### src/rtl/core/bitboard_neighborhood_dilation_assert.svh
// Assertion macros for the neighborhood dilation block.
`ifndef BITBOARD_NEIGHBORHOOD_DILATION_ASSERT_SVH
`define BITBOARD_NEIGHBORHOOD_DILATION_ASSERT_SVH
`ifndef SYNTHESIS
`define BND_ASSERT_NOW(lbl, clk, rst_n, ante, cons, msg) \
    lbl: assert property (@(posedge clk) disable iff (!rst_n) (ante) |-> (cons)) \
        else $error(msg);
`define BND_ASSERT_NEXT(lbl, clk, rst_n, ante, cons, msg) \
    lbl: assert property (@(posedge clk) disable iff (!rst_n) (ante) |=> (cons)) \
        else $error(msg);
`else
`define BND_ASSERT_NOW(lbl, clk, rst_n, ante, cons, msg)
`define BND_ASSERT_NEXT(lbl, clk, rst_n, ante, cons, msg)
`endif
`endif

### src/rtl/core/bnd_pkg.sv
// Types, constants and the structuring-element helper of the dilation block.
package bnd_pkg;

    localparam int ROW_BITS   = 32;
    localparam int ELEM_ROWS  = 7;
    localparam int DELAY_ROWS = 4;
    // Half size of the 7x7 element: column center and row lag of the window.
    localparam int ELEM_REACH = 3;
    localparam int CNT_W      = 7;
    localparam int CFG_IDX_W  = 2;
    localparam int CFG_DATA_W = 6;
    localparam int ROWCNT_W   = 6;
    localparam int COLCNT_W   = 5;
    localparam int ROWIDX_W   = 5;

    localparam logic [CFG_IDX_W-1:0] REG_ROW_COUNT = 2'd0;
    localparam logic [CFG_IDX_W-1:0] REG_COL_COUNT = 2'd1;

    localparam logic [ROWCNT_W-1:0] ROW_COUNT_RST = 6'd15;
    localparam logic [COLCNT_W-1:0] COL_COUNT_RST = 5'd15;

    // Rows -3 .. +3 of the sparse 7x7 element, bit j is column offset j-3.
    localparam logic [6:0] ELEM_PAT [ELEM_ROWS] =
        '{7'd73, 7'd62, 7'd62, 7'd119, 7'd62, 7'd62, 7'd73};

    typedef logic [ROW_BITS-1:0] t_row;

    typedef struct packed {
        t_row legal_row;
        t_row chosen_row;
        logic board_empty;
    } t_in;

    typedef struct packed {
        t_row                move_row;
        logic [ROWIDX_W-1:0] row_index;
        logic                last_row;
    } t_out;

    typedef struct packed {
        logic shift;
        logic clear;
    } t_cell_ctl;

    // OR one element row around every occupied column; bits off the edge drop.
    function automatic t_row spread(input t_row occ, input logic [6:0] pat);
        t_row acc;
        acc = '0;
        for (int j = 0; j < 7; j++) begin
            if (pat[j]) begin
                if (j >= ELEM_REACH) begin
                    acc = acc | (occ << (j - ELEM_REACH));
                end else begin
                    acc = acc | (occ >> (ELEM_REACH - j));
                end
            end
        end
        return acc;
    endfunction

endpackage

### src/rtl/core/bnd_nb_cell.sv
// One row of the neighborhood window: takes its upper neighbor and ORs its element row.
module bnd_nb_cell import bnd_pkg::*; #(
    parameter logic [6:0] PAT = 7'd62
) (
    input  logic      i_clk,
    input  logic      i_rst_n,
    input  t_cell_ctl i_ctl,
    input  t_row      i_occ,
    input  t_row      i_nb_up,
    output t_row      o_nb
);

    t_row r_nb;
    t_row n_nb;

    always_comb begin
        n_nb = r_nb;
        if (i_ctl.clear) begin
            n_nb = '0;
        end else if (i_ctl.shift) begin
            n_nb = i_nb_up | spread(i_occ, PAT);
        end
    end

    always_ff @(posedge i_clk) begin
        if (!i_rst_n) begin
            r_nb <= '0;
        end else begin
            r_nb <= n_nb;
        end
    end

    assign o_nb = r_nb;

endmodule

### src/rtl/core/bnd_mask_cell.sv
// One stage of the legal and chosen mask delay line.
module bnd_mask_cell import bnd_pkg::*; (
    input  logic i_clk,
    input  logic i_shift,
    input  t_row i_legal_up,
    input  t_row i_chosen_up,
    output t_row o_legal,
    output t_row o_chosen
);

    t_row r_legal;
    t_row r_chosen;

    // Advance on every window shift.
    always_ff @(posedge i_clk) begin
        if (i_shift) begin
            r_legal  <= i_legal_up;
            r_chosen <= i_chosen_up;
        end
    end

    assign o_legal  = r_legal;
    assign o_chosen = r_chosen;

endmodule

### src/rtl/core/bitboard_neighborhood_dilation.sv
// Top level of the row-streamed 7x7 sparse neighborhood dilation.
//
// Use: send board rows 0 .. row_count-1 on the input channel, one beat per row,
// each with its legal mask, chosen mask and the board-empty flag. The output
// channel returns one beat per board row: the candidate mask (neighborhood AND
// legal AND NOT chosen), its row index and a last-row flag on the final row.
// Row r leaves once row r+3 has arrived; the last row of the board flushes
// the rows still held.
// Path: after the edge that accepts row r+3, the beat for row r goes from the
// window register into the output register, where it becomes valid.
// Throughput: one row per cycle inside a board unless the output stalls.
// After the last row the window drains its four held rows one by one, during
// which the input is not ready.
// Stall: a result waiting in the output register does not block the input;
// when the output register is full and the next result is pending in the
// window, the input waits until the receiver takes the beat.
// Reset: row_count and col_count return to 15, the window, counter and empty
// flag clear. The configuration port is always ready; write it between boards.
module bitboard_neighborhood_dilation import bnd_pkg::*; #(
    parameter int MAX_ROWS = 32
) (
    input  logic                  i_clk,
    input  logic                  i_rst_n,
    input  logic                  i_in_valid,
    output logic                  o_in_ready,
    input  t_in                   i_in,
    output logic                  o_out_valid,
    input  logic                  i_out_ready,
    output t_out                  o_out,
    input  logic                  i_cfg_valid,
    output logic                  o_cfg_ready,
    input  logic [CFG_IDX_W-1:0]  i_cfg_index,
    input  logic [CFG_DATA_W-1:0] i_cfg_data
);

    `include "bitboard_neighborhood_dilation_assert.svh"

    localparam int CW = $clog2(MAX_ROWS);
    localparam logic [1:0] FLUSH_LAST = 2'(DELAY_ROWS - 1);
    localparam logic [CNT_W-1:0] OFFSET_C = CNT_W'(ELEM_REACH);

    // Configuration registers.
    logic [ROWCNT_W-1:0] r_row_count;
    logic [COLCNT_W-1:0] r_col_count;

    // Board sequencing.
    logic [CW-1:0]    r_cnt, n_cnt;
    logic             r_empty, n_empty;
    logic             r_flush, n_flush;
    logic [1:0]       r_fpos, n_fpos;
    logic             r_pend, n_pend;
    logic [CNT_W-1:0] r_pend_row, n_pend_row;
    logic             r_pend_last, n_pend_last;

    // Output register.
    logic r_out_v, n_out_v;
    t_out r_out, n_out;

    logic             accept, load, adv_flush, is_last;
    logic [CNT_W-1:0] k_ext, rows_raw, rows_eff, fl_pos;
    t_row             col_mask, occ, centre, result;
    t_cell_ctl        ctl;

    t_row nb_q     [ELEM_ROWS];
    t_row legal_q  [DELAY_ROWS];
    t_row chosen_q [DELAY_ROWS];

    //--------------------------------------------------------------------
    // Configuration writes
    //--------------------------------------------------------------------
    assign o_cfg_ready = 1'b1;

    always_ff @(posedge i_clk) begin
        if (!i_rst_n) begin
            r_row_count <= ROW_COUNT_RST;
            r_col_count <= COL_COUNT_RST;
        end else if (i_cfg_valid && o_cfg_ready) begin
            unique case (i_cfg_index)
                REG_ROW_COUNT: r_row_count <= i_cfg_data[ROWCNT_W-1:0];
                REG_COL_COUNT: r_col_count <= i_cfg_data[COLCNT_W-1:0];
                default: ;  // drop writes beyond the register list
            endcase
        end
    end

    // Effective row count: zero acts as one, saturate at MAX_ROWS.
    assign rows_raw = CNT_W'(r_row_count);
    always_comb begin
        if (rows_raw == '0) begin
            rows_eff = CNT_W'(1);
        end else if (rows_raw > CNT_W'(MAX_ROWS)) begin
            rows_eff = CNT_W'(MAX_ROWS);
        end else begin
            rows_eff = rows_raw;
        end
    end

    // Columns in use never exceed the row width, so no saturation is needed.
    assign col_mask = ~(t_row'('1) << r_col_count);
    assign occ      = accept ? (~i_in.legal_row & col_mask) : '0;

    //--------------------------------------------------------------------
    // Handshake and window control
    //--------------------------------------------------------------------
    assign load       = r_pend && (!r_out_v || i_out_ready);
    assign o_in_ready = !r_flush && (!r_pend || load);
    assign accept     = i_in_valid && o_in_ready;
    assign adv_flush  = r_flush && (!r_pend || load);

    assign k_ext   = CNT_W'(r_cnt);
    assign is_last = (k_ext + CNT_W'(1)) >= rows_eff;
    // Row position (plus offset) of the slot that moves to the bottom next.
    assign fl_pos  = k_ext + CNT_W'(r_fpos) + CNT_W'(1);

    // Shift on every accepted row and on each drain step but the final one,
    // which clears the window as the last held row goes out.
    assign ctl.shift = accept || (adv_flush && (r_fpos != FLUSH_LAST));
    assign ctl.clear = adv_flush && (r_fpos == FLUSH_LAST);

    //--------------------------------------------------------------------
    // Cell chain: seven window rows, four mask delay stages
    //--------------------------------------------------------------------
    for (genvar g = 0; g < ELEM_ROWS; g++) begin : g_nb
        if (g == ELEM_ROWS - 1) begin : g_top
            bnd_nb_cell #(.PAT(ELEM_PAT[g])) u_cell (
                .i_clk   (i_clk),
                .i_rst_n (i_rst_n),
                .i_ctl   (ctl),
                .i_occ   (occ),
                .i_nb_up ('0),
                .o_nb    (nb_q[g])
            );
        end else begin : g_mid
            bnd_nb_cell #(.PAT(ELEM_PAT[g])) u_cell (
                .i_clk   (i_clk),
                .i_rst_n (i_rst_n),
                .i_ctl   (ctl),
                .i_occ   (occ),
                .i_nb_up (nb_q[g+1]),
                .o_nb    (nb_q[g])
            );
        end
    end

    for (genvar g = 0; g < DELAY_ROWS; g++) begin : g_mask
        if (g == DELAY_ROWS - 1) begin : g_top
            bnd_mask_cell u_cell (
                .i_clk       (i_clk),
                .i_shift     (ctl.shift),
                .i_legal_up  (i_in.legal_row),
                .i_chosen_up (i_in.chosen_row),
                .o_legal     (legal_q[g]),
                .o_chosen    (chosen_q[g])
            );
        end else begin : g_mid
            bnd_mask_cell u_cell (
                .i_clk       (i_clk),
                .i_shift     (ctl.shift),
                .i_legal_up  (legal_q[g+1]),
                .i_chosen_up (chosen_q[g+1]),
                .o_legal     (legal_q[g]),
                .o_chosen    (chosen_q[g])
            );
        end
    end

    //--------------------------------------------------------------------
    // Result of the bottom window row
    //--------------------------------------------------------------------
    // Empty board: mark the centre cell when the centre row goes out.
    always_comb begin
        centre = '0;
        if (r_empty && (r_pend_row == (rows_eff >> 1)) && (r_col_count != '0)) begin
            centre = t_row'(1) << (r_col_count >> 1);
        end
    end

    assign result = (nb_q[0] | centre) & legal_q[0] & ~chosen_q[0] & col_mask;

    //--------------------------------------------------------------------
    // Sequencer
    //--------------------------------------------------------------------
    always_comb begin
        n_cnt       = r_cnt;
        n_empty     = r_empty;
        n_flush     = r_flush;
        n_fpos      = r_fpos;
        n_pend      = r_pend;
        n_pend_row  = r_pend_row;
        n_pend_last = r_pend_last;

        if (accept) begin
            n_empty     = r_empty | i_in.board_empty;
            // Row k-3 sits at the bottom of the window after this shift.
            n_pend      = k_ext >= OFFSET_C;
            n_pend_row  = k_ext - OFFSET_C;
            n_pend_last = 1'b0;
            if (is_last) begin
                n_flush = 1'b1;
                n_fpos  = '0;
            end else begin
                n_cnt = r_cnt + CW'(1);
            end
        end else if (adv_flush) begin
            if (r_fpos == FLUSH_LAST) begin
                // Board done: return to the reset state.
                n_flush = 1'b0;
                n_fpos  = '0;
                n_pend  = 1'b0;
                n_cnt   = '0;
                n_empty = 1'b0;
            end else begin
                n_fpos      = r_fpos + 2'd1;
                n_pend      = fl_pos >= OFFSET_C;
                n_pend_row  = fl_pos - OFFSET_C;
                n_pend_last = (r_fpos + 2'd1) == FLUSH_LAST;
            end
        end else if (load) begin
            n_pend = 1'b0;
        end
    end

    always_comb begin
        n_out_v = r_out_v;
        n_out   = r_out;
        if (load) begin
            n_out_v         = 1'b1;
            n_out.move_row  = result;
            n_out.row_index = r_pend_row[ROWIDX_W-1:0];
            n_out.last_row  = r_pend_last;
        end else if (i_out_ready) begin
            n_out_v = 1'b0;
        end
    end

    always_ff @(posedge i_clk) begin
        if (!i_rst_n) begin
            r_cnt       <= '0;
            r_empty     <= 1'b0;
            r_flush     <= 1'b0;
            r_fpos      <= '0;
            r_pend      <= 1'b0;
            r_pend_last <= 1'b0;
            r_out_v     <= 1'b0;
        end else begin
            r_cnt       <= n_cnt;
            r_empty     <= n_empty;
            r_flush     <= n_flush;
            r_fpos      <= n_fpos;
            r_pend      <= n_pend;
            r_pend_last <= n_pend_last;
            r_out_v     <= n_out_v;
        end
    end

    // Payload: hold the pending row index and the output beat, no reset.
    always_ff @(posedge i_clk) begin
        r_pend_row <= n_pend_row;
        r_out      <= n_out;
    end

    assign o_out_valid = r_out_v;
    assign o_out       = r_out;

    //--------------------------------------------------------------------
    // Assertions
    //--------------------------------------------------------------------
    `BND_ASSERT_NEXT(a_clear_resets_board, i_clk, i_rst_n, ctl.clear, (r_cnt == '0) && !r_empty && !r_flush, "board state not cleared after flush")
    `BND_ASSERT_NOW(a_last_only_at_flush_end, i_clk, i_rst_n, load && r_pend_last, r_flush && (r_fpos == FLUSH_LAST), "last row sent outside the end of a flush")
    `BND_ASSERT_NEXT(a_count_steps_by_one, i_clk, i_rst_n, accept && !is_last, r_cnt == ($past(r_cnt) + CW'(1)), "row counter did not advance by one")

endmodule

### config.mk
export PLATFORM = sky130hd
export DESIGN_NAME = bitboard_neighborhood_dilation
export DESIGN_NICKNAME = d
export VERILOG_FILES = /design/src/rtl/core/bnd_pkg.sv /design/src/rtl/core/bnd_nb_cell.sv /design/src/rtl/core/bnd_mask_cell.sv /design/src/rtl/core/bitboard_neighborhood_dilation.sv
export VERILOG_INCLUDE_DIRS = /design/src /design/src/rtl/core
export SDC_FILE = /design/constraint.sdc
export NUM_CORES = 1
export LEC_CHECK = 0
export BUFFER_PORTS_ARGS = -buffer_cell sky130_fd_sc_hd__buf_2
export CAP_MARGIN = 20
export CELL_PAD_IN_SITES_DETAIL_PLACEMENT = 0
export CELL_PAD_IN_SITES_GLOBAL_PLACEMENT = 1
export CORE_MARGIN = 2
export CORE_UTILIZATION = 45
export CTS_CLUSTER_SIZE = 24
export DETAILED_ROUTE_END_ITERATION = 16
export PLACE_DENSITY = 0.8
export REMOVE_ABC_BUFFERS = 1
export SETUP_SLACK_MARGIN = 0.15
export SLEW_MARGIN = 20
export SYNTH_ARGS = -nofsm -noshare
export SYNTH_HDL_FRONTEND = slang
export SYNTH_SLANG_ARGS = --single-unit
### constraint.sdc
create_clock -name i_clk -period 19.6 [get_ports i_clk]
set_input_delay 1.96 -clock i_clk [delete_from_list [all_inputs] [get_ports i_clk]]
set_output_delay 1.96 -clock i_clk [all_outputs]
set_load 0.01 [all_outputs]
==> After elaboration in Yosys (flattened, before gate mapping) <==
Index checks and enable logic that the tools add are counted.
{ "word_totals": {"reg_bits": 548, "wordCells": 160} }
{ "classes": {"n_reduce_logical": 31, "shift": 2, "n_mux": 52, "n_addsub": 7, "n_eq_ne": 8, "n_bitwise": 28, "magnitude_cmp": 4} }
{ "ops": {"columns": ["operator", "n"], "rows": [
  ["two-way mux 32 bit", 28],
  ["OR 32 bit", 15],
  ["AND 32 bit", 4],
  ["NOT 32 bit", 3],
  ["OR 32 x 31 -> 32 bit", 2],
  ["OR 32 x 30 -> 32 bit", 1],
  ["<< shifter 1 x 4 -> 32 bit (first input constant)", 1],
  ["<< shifter 32 x 5 -> 32 bit (first input constant)", 1],
  ["two-way mux 7 bit", 3],
  ["two-way mux 5 bit", 4],
  ["two-way mux 6 bit", 2],
  ["AND reduction 2 bit", 6],
  ["two-way mux 1 bit", 11],
  ["logical AND 1 bit", 8],
  ["two-way mux 2 bit", 4],
  ["adder 6 x 1 -> 7 bit (second input constant)", 1],
  ["equality test 7 x 6 -> 1 bit", 1],
  ["greater-or-equal comparator 6 x 7 -> 1 bit", 1],
  ["greater-or-equal comparator 7 x 2 -> 1 bit (second input constant)", 1],
  ["zero test 7 bit", 1],
  ["subtractor 7 x 2 -> 7 bit (second input constant)", 1],
  ["adder 5 x 1 -> 6 bit (second input constant)", 1],
  ["adder 5 x 2 -> 6 bit", 1],
  ["> comparator 6 bit (second input constant)", 1],
  ["18 further kinds", 30]
]} }

==> Longest topological paths before layout <==
{ "logic_depth": {"ltp_word": 25, "mapped_depth": 10, "mapped_depth_nobuf": 10} }

==> Cells and area by module <==
A second synthesis with hierarchy kept.
{ "hier_totals": {"cells_unflattened": 1766, "hier_area_um2": 21006.4} }
{ "by_module_without_submodules": {"columns": ["module", "seq_area_each_um2", "area_per_inst_um2", "n_inst", "cells_each"], "rows": [
  ["bnd_mask_cell", 1921.8, 1921.8, 4, 64],
  ["bnd_nb_cell at g_nb[1].g_mid.u_cell ...", 640.6, 1270.0, 4, 156],
  ["bitboard_neighborhood_dilation", 1781.7, 4073.9, 1, 435],
  ["bnd_nb_cell at g_nb[0].g_mid.u_cell ...", 640.6, 1406.3, 2, 146],
  ["bnd_nb_cell at g_nb[3].g_mid.u_cell", 640.6, 1352.5, 1, 159]
]} }

==> Worst setup path after synthesis <==
Ideal clock, no wire load.
{ "synth_timing": {"path_kind": "input to register", "startpoint": "in i_in_valid", "endpoint": "reg g_mask[0].g_mid.u_cell.r_chosen[0], enable pin", "t_required_ns": 18.894, "path_slack_ns": 9.354, "arrival_ns": 9.540, "path_buffers": 2, "stages": 5, "setup_time_ns": 0.706, "cell_sequence": "nor2b_1 > o21ai_1 > inv_2 > buf_2 > clkbuf_1"} }
{ "synth_between": {"elab_chain_cells": 2} }
{ "synth_lines": {"columns": ["element", "line", "rtl"], "rows": [
  ["start, declared", "bitboard_neighborhood_dilation.sv:24", "input logic i_in_valid,"],
  ["logical AND 1 bit", "bitboard_neighborhood_dilation.sv:107", "assign accept = i_in_valid && o_in_ready;"],
  ["logical OR 1 bit", "bitboard_neighborhood_dilation.sv:117", "assign ctl.shift = accept || (adv_flush && (r_fpos != FLUSH_LAST));"],
  ["via g_mask[0].g_mid.u_cell.i_shift", "bnd_mask_cell.sv:4", "input logic i_shift,"],
  ["end signal, assigned", "bnd_mask_cell.sv:18", "r_chosen <= i_chosen_up;"],
  ["end, declared", "bnd_mask_cell.sv:12", "t_row r_chosen;"]
]} }
The timed path passes the listed nets, and every way through them passes these cells.
A chain may end at the register's enable or synchronous reset.

==> Final worst setup path <==
{ "layout_timing": {"startpoint": "in i_out_ready", "endpoint": "out o_in_ready"} }
{ "layout_between": {"elab_chain_cells": 4} }
{ "layout_lines": {"columns": ["element", "line", "rtl"], "rows": [
  ["start, declared", "bitboard_neighborhood_dilation.sv:28", "input logic i_out_ready,"],
  ["logical OR 1 bit", "bitboard_neighborhood_dilation.sv:105", "assign load = r_pend && (!r_out_v || i_out_ready);"],
  ["logical AND 1 bit", "bitboard_neighborhood_dilation.sv:105", null],
  ["logical OR 1 bit", "bitboard_neighborhood_dilation.sv:106", "assign o_in_ready = !r_flush && (!r_pend || load);"],
  ["logical AND 1 bit", "bitboard_neighborhood_dilation.sv:106", null],
  ["end, declared", "bitboard_neighborhood_dilation.sv:25", "output logic o_in_ready,"]
]} }
Every way passes these cells.

==> impl.org <==
** Clock tree
- Buffers added to address setup during post-CTS repair amount to 0.
- Clock-pin slew was measured on the worst setup and hold paths at 60 ps.
- Buffers inserted during clock tree synthesis total 53.
- CTS placed an instance of sky130_fd_sc_hd__clkbuf_16 at the clock tree root.
- Counting along the longest clock path gives a buffer depth of 3.
- The number of hold buffers added after CTS was 0.
- Gates resized during post-CTS repair numbered 0.
- Clock insertion delay at the later pin of the skew report :: roughly 600 ps
- In this run the number of H-tree levels came out at 2.
- Number of clock sinks seen by CTS :: 532
- TritonCTS built the clock tree.

** Layout
- With fillers left out, the area of the finished cells amounts to between 20000 and 25000 um2.
- Layout-stage area growth over the synthesis result :: 14.6%
- In the final layout, the share of cells above drive strength 1 is about 19%.
- 0 antenna diodes ended up in the layout.
- At the end of the flow, the number of nets in the layout was 1776.
- Leaving out fill and tap cells, the most frequent cell in the layout is sky130_fd_sc_hd__edfxtp_1.
- Leaving out fill and tap cells, the most frequent cells in the layout are 292 x sky130_fd_sc_hd__edfxtp_1, 240 x sky130_fd_sc_hd__dfxtp_1, 151 x sky130_fd_sc_hd__nand2_1, 127 x sky130_fd_sc_hd__o21ai_0, 114 x sky130_fd_sc_hd__buf_2.

** Job
- Max-cap violations in this run came to 0.

** Worst setup path
- The worst setup path is launched from an input pin.
- FF-to-FF Start :: r_flush
- STA puts the critical path data required time at about 18000 ps.
- Critical Path Fanout Max :: 5
- The critical path is of the input pin to output pin type.
- The endpoint identified for the worst register-to-register timing path is g_nb[2].g_mid.u_cell.o_nb[14].
- STA classifies the critical path endpoint as an output pin.
- Arr. time, crit path :: between 2000 and 3000 ps
- R2R Setup Slk :: approximately 16000 ps
- Counting cells, the worst reg-to-reg path comes to 7.

** Hold path
- Along the worst hold path, the cell count comes to 0.
- For hold timing, the worst endpoint is g_mask[1].g_mid.u_cell.o_chosen[10].
- The tightest min-delay check is of the register to register type.
- Min-Delay Startpoint :: g_mask[2].g_mid.u_cell.o_chosen[10]

** Place
- The wire-length estimate of the detail-placed layout is roughly 28000 um.
- Last weighted congestion value of the routability-driven placer :: 0.805
- In this run the tool buffered the top-level ports with ~110 buffer cells.
- Post-DP Area :: between 20000 and 25000 um2

** GRT
- Total grt overflow :: 0
- Highest-utilization routing layer at the global route stage :: met2
- GRT Total Usage :: ~20%
- Global-route wire length before repair :: slightly above 70000 um
- M1 GR Usage :: between 20% and 30%
- Vias in the first global route :: 12.8k
- The initial antenna violation count is 0.
- GR Util met3 :: under 10%
- GR met2 Demand/Resource :: 32.0%
- Entering global routing, the biggest net connects about 250 pins.

** Logic synthesis
- The synthesized netlist devotes less than 1% of its cell area to adder and majority cells.
- Yosys top cell by area :: sky130_fd_sc_hd__edfxtp_1
- After technology mapping, the gate count stands at 1595.
- Post-synth EDFFs :: 292
- Summed instance area of the synthesized netlist :: roughly 20000 um2
- The synthesized netlist contains 80 unique library cells.
- A synthesized cell averages between 10 and 15 um2.
- Ranking of synthesized cells by area :: sky130_fd_sc_hd__edfxtp_1 44%, sky130_fd_sc_hd__dfxtp_1 24%, sky130_fd_sc_hd__o221a_2 4.8%
- In this run the biggest area consumer among cell types represents ~44% of the synthesized area.
- The synthesized netlist devotes ~17% of its cell area to compound gates.
- Sequential cells were found to cover 68.1% of the synthesized design area.
- Combinational family with the most area after synthesis :: compound AO/OA/AOI/OAI gates
- Summing the areas of all xor and xnor instances in the mapped netlist gives less than 1% of the synthesized area.
- Post-synth ARST share :: 0%
- FF+latch count, synth :: between 500 and 600
- In the synthesized netlist the dominant register cell turns out to be sky130_fd_sc_hd__edfxtp_1.
- The Yosys step of the flow raised 0 warnings.
- Summing the areas of all and, or, nand and nor instances in the mapped netlist gives between 10% and 20% of the synthesized area.
- Mux cell area share after synthesis :: less than 1%

** Floorplan
- From left edge to right edge, the die measures approximately 210 um.
- The die is approximately 210 um tall.
- After floorplanning, the core was divided into 77 placement rows.
- Area of the core :: between 40000 and 50000 um2
- Starting utilization of the core area :: 45.3%
- The floorplan step defined a die boundary enclosing 46000 um2.
- Count of pins on the block boundary :: 119

** Timing
- Final worst clock skew :: approximately 25 ps
- The worst pin sits at a relative slew slack of 38.5%.
- Derived from the worst setup path, the maximum achievable clock frequency is 213 MHz.
- Final worst path period share :: a little under a quarter
- After layout, the minimum clock period comes to about 4700 ps.
- The count of endpoints failing hold in the final timing report was 0.
- Setup violations, final :: 0
- Unrepaired setup endpoints after global routing :: no
- The max-slew violation count was 0.
- Summed over all failing endpoints, the final setup total negative slack is 0 ps.
- Transition time at the pin with the least slew margin :: approximately 920 ps

** Power
- Internal power :: between 1.5 and 2 mW
- Dividing total power by cell area gives a power density of between 100 and 150 nW/um2.
- Peak supply drop :: just over 80 uV
- Clock power share :: 42.0%
- In this run the static leakage power is ~8.3 nW.
- Registers are responsible for about half of the overall power.
- Net switching is 22.4% of the power.
- Switching power :: 557 uW
- Combinational cells account for under 10% of the total power.

** Detailed routing
- Routed WL :: approximately 47000 um
- Remaining antenna violation count after routing :: 0
- In the final routed layout, each cell accounts on average for about 20 um.
- Drt via density :: between 5 and 6
- Number of vias in the routed layout :: about 13k
- After detailed routing, the number of remaining DRC violations is 0.
- The detailed router finished its first iteration with between 1k and 1.5k violations.
- DR pass1 iterations :: 6

** Run status
- Result of the run :: completed
[cells by family after synthesis]
kind of cell             count (synthesis)
buffers and inverters                  137
AND/OR/NAND/NOR                        425
other                                    2
AO/OA/AOI/OAI                          463
flip-flops                             532
adder cells (fa/ha/maj)                 13
XOR/XNOR                                11
multiplexers                            12
[power by group through the flow]
stage	Combinational (mW)	Clock (mW)	Sequential (mW)
finish	0.158	1.04	1.28
global route	0.174	1.11	1.29
CTS	0.157	1.07	1.28
detailed placement	0.157	0	1.31
global placement	0.153	0	1.30
floorplan	0.107	0	1.30
[area by class of cell]
cell class | instances | area (um2)
clock buffer | 74 | 1510
clock inverter | 26 | 302
fill | 3852 | 21100
inverter | 39 | 154
multi-input combinational | 926 | 5800
sequential | 532 | 13600
tap | 592 | 741
timing repair buffer | 133 | 746
[metrics by stage]
step	power [mW]	worst slack, ps	util, %	hold WS, ps	instances
floorplan	1.41	5170	-	400	1497
global placement	1.46	14510	47.8	400	2221
detailed placement	1.46	14400	47.8	405	2221
CTS	2.51	14900	51.9	405	2321
global route	2.57	14830	51.9	415	2322
finish	2.48	14900	51.9	406	2322
[how the worst max path moves through the flow]
stage	startpoint	endpoint	slack, ps	cells after the start
2_1_floorplan	i_in_valid	g_nb[1].g_mid.u_cell.o_nb[14]	5170	5
3_3_place_gp	i_in_valid	g_nb[1].g_mid.u_cell.o_nb[14]	14510	7
3_5_place_dp	i_in_valid	g_nb[4].g_mid.u_cell.o_nb[14]	14400	7
4_1_cts	i_out_ready	o_in_ready	14900	4
5_1_grt	i_in_valid	g_nb[2].g_mid.u_cell.o_nb[14]	14830	8
6_report	i_out_ready	o_in_ready	14900	4
[cell usage after synthesis (4+ instances only)]
master                     instances
sky130_fd_sc_hd__edfxtp_1        292
sky130_fd_sc_hd__dfxtp_1         240
sky130_fd_sc_hd__nand2_1         151
sky130_fd_sc_hd__o21ai_0         127
sky130_fd_sc_hd__nor2_1           96
sky130_fd_sc_hd__o221a_2          85
sky130_fd_sc_hd__a21oi_1          79
sky130_fd_sc_hd__a31oi_1          51
sky130_fd_sc_hd__clkbuf_1         51
sky130_fd_sc_hd__nor3_1           42
sky130_fd_sc_hd__inv_1            38
sky130_fd_sc_hd__buf_2            31
sky130_fd_sc_hd__nand3_1          29
sky130_fd_sc_hd__nor2b_1          24
sky130_fd_sc_hd__o31ai_1          15
sky130_fd_sc_hd__ha_1             12
sky130_fd_sc_hd__mux2i_1          12
sky130_fd_sc_hd__or3_1            10
sky130_fd_sc_hd__nand2b_1          9
sky130_fd_sc_hd__nand3b_1          9
sky130_fd_sc_hd__nor4_1            9
sky130_fd_sc_hd__o211ai_1          9
sky130_fd_sc_hd__o21ai_1           9
sky130_fd_sc_hd__buf_1             8
sky130_fd_sc_hd__o31a_1            8
sky130_fd_sc_hd__nand4_1           7
sky130_fd_sc_hd__xor2_1            7
sky130_fd_sc_hd__a211oi_1          6
sky130_fd_sc_hd__and2_1            6
sky130_fd_sc_hd__o21a_1            6
sky130_fd_sc_hd__o221a_1           6
sky130_fd_sc_hd__o22ai_1           6
sky130_fd_sc_hd__a41oi_1           5
sky130_fd_sc_hd__and3_1            5
sky130_fd_sc_hd__buf_6             5
sky130_fd_sc_hd__a21boi_0          4
sky130_fd_sc_hd__a21o_1            4
sky130_fd_sc_hd__nor4b_1           4
sky130_fd_sc_hd__xnor2_1           4
[routing by layer]
metal / routed length [um] / part of all wire (%)
met1: 20600 / 44
met2: 21800 / 47
met3: 2710 / 5.8
met4: 1480 / 3.2
met5: 0 / 0
[critical path, cell delays in order]
cell and delay (ps):
sky130_fd_sc_hd__buf_2 120, sky130_fd_sc_hd__and3b_1 250, sky130_fd_sc_hd__nor2_1 230, sky130_fd_sc_hd__buf_2 180
[flip-flops by register name, indices dropped and copies added (netlist names), 2 cells and up]
register and flops:
r_pend_row 7, r_col_count 5, o_out 37, r_row_count 6, g_nb.g_top.u_cell.o_nb 31, g_mask.g_mid.u_cell.o_chosen 93, g_mask.g_mid.u_cell.o_legal 93, r_fpos 2
g_mask.g_top.u_cell.o_chosen 31, g_mask.g_top.u_cell.o_legal 31, g_nb.g_mid.u_cell.o_nb 186, r_cnt 5
Power figures use the tool's default switching activity.
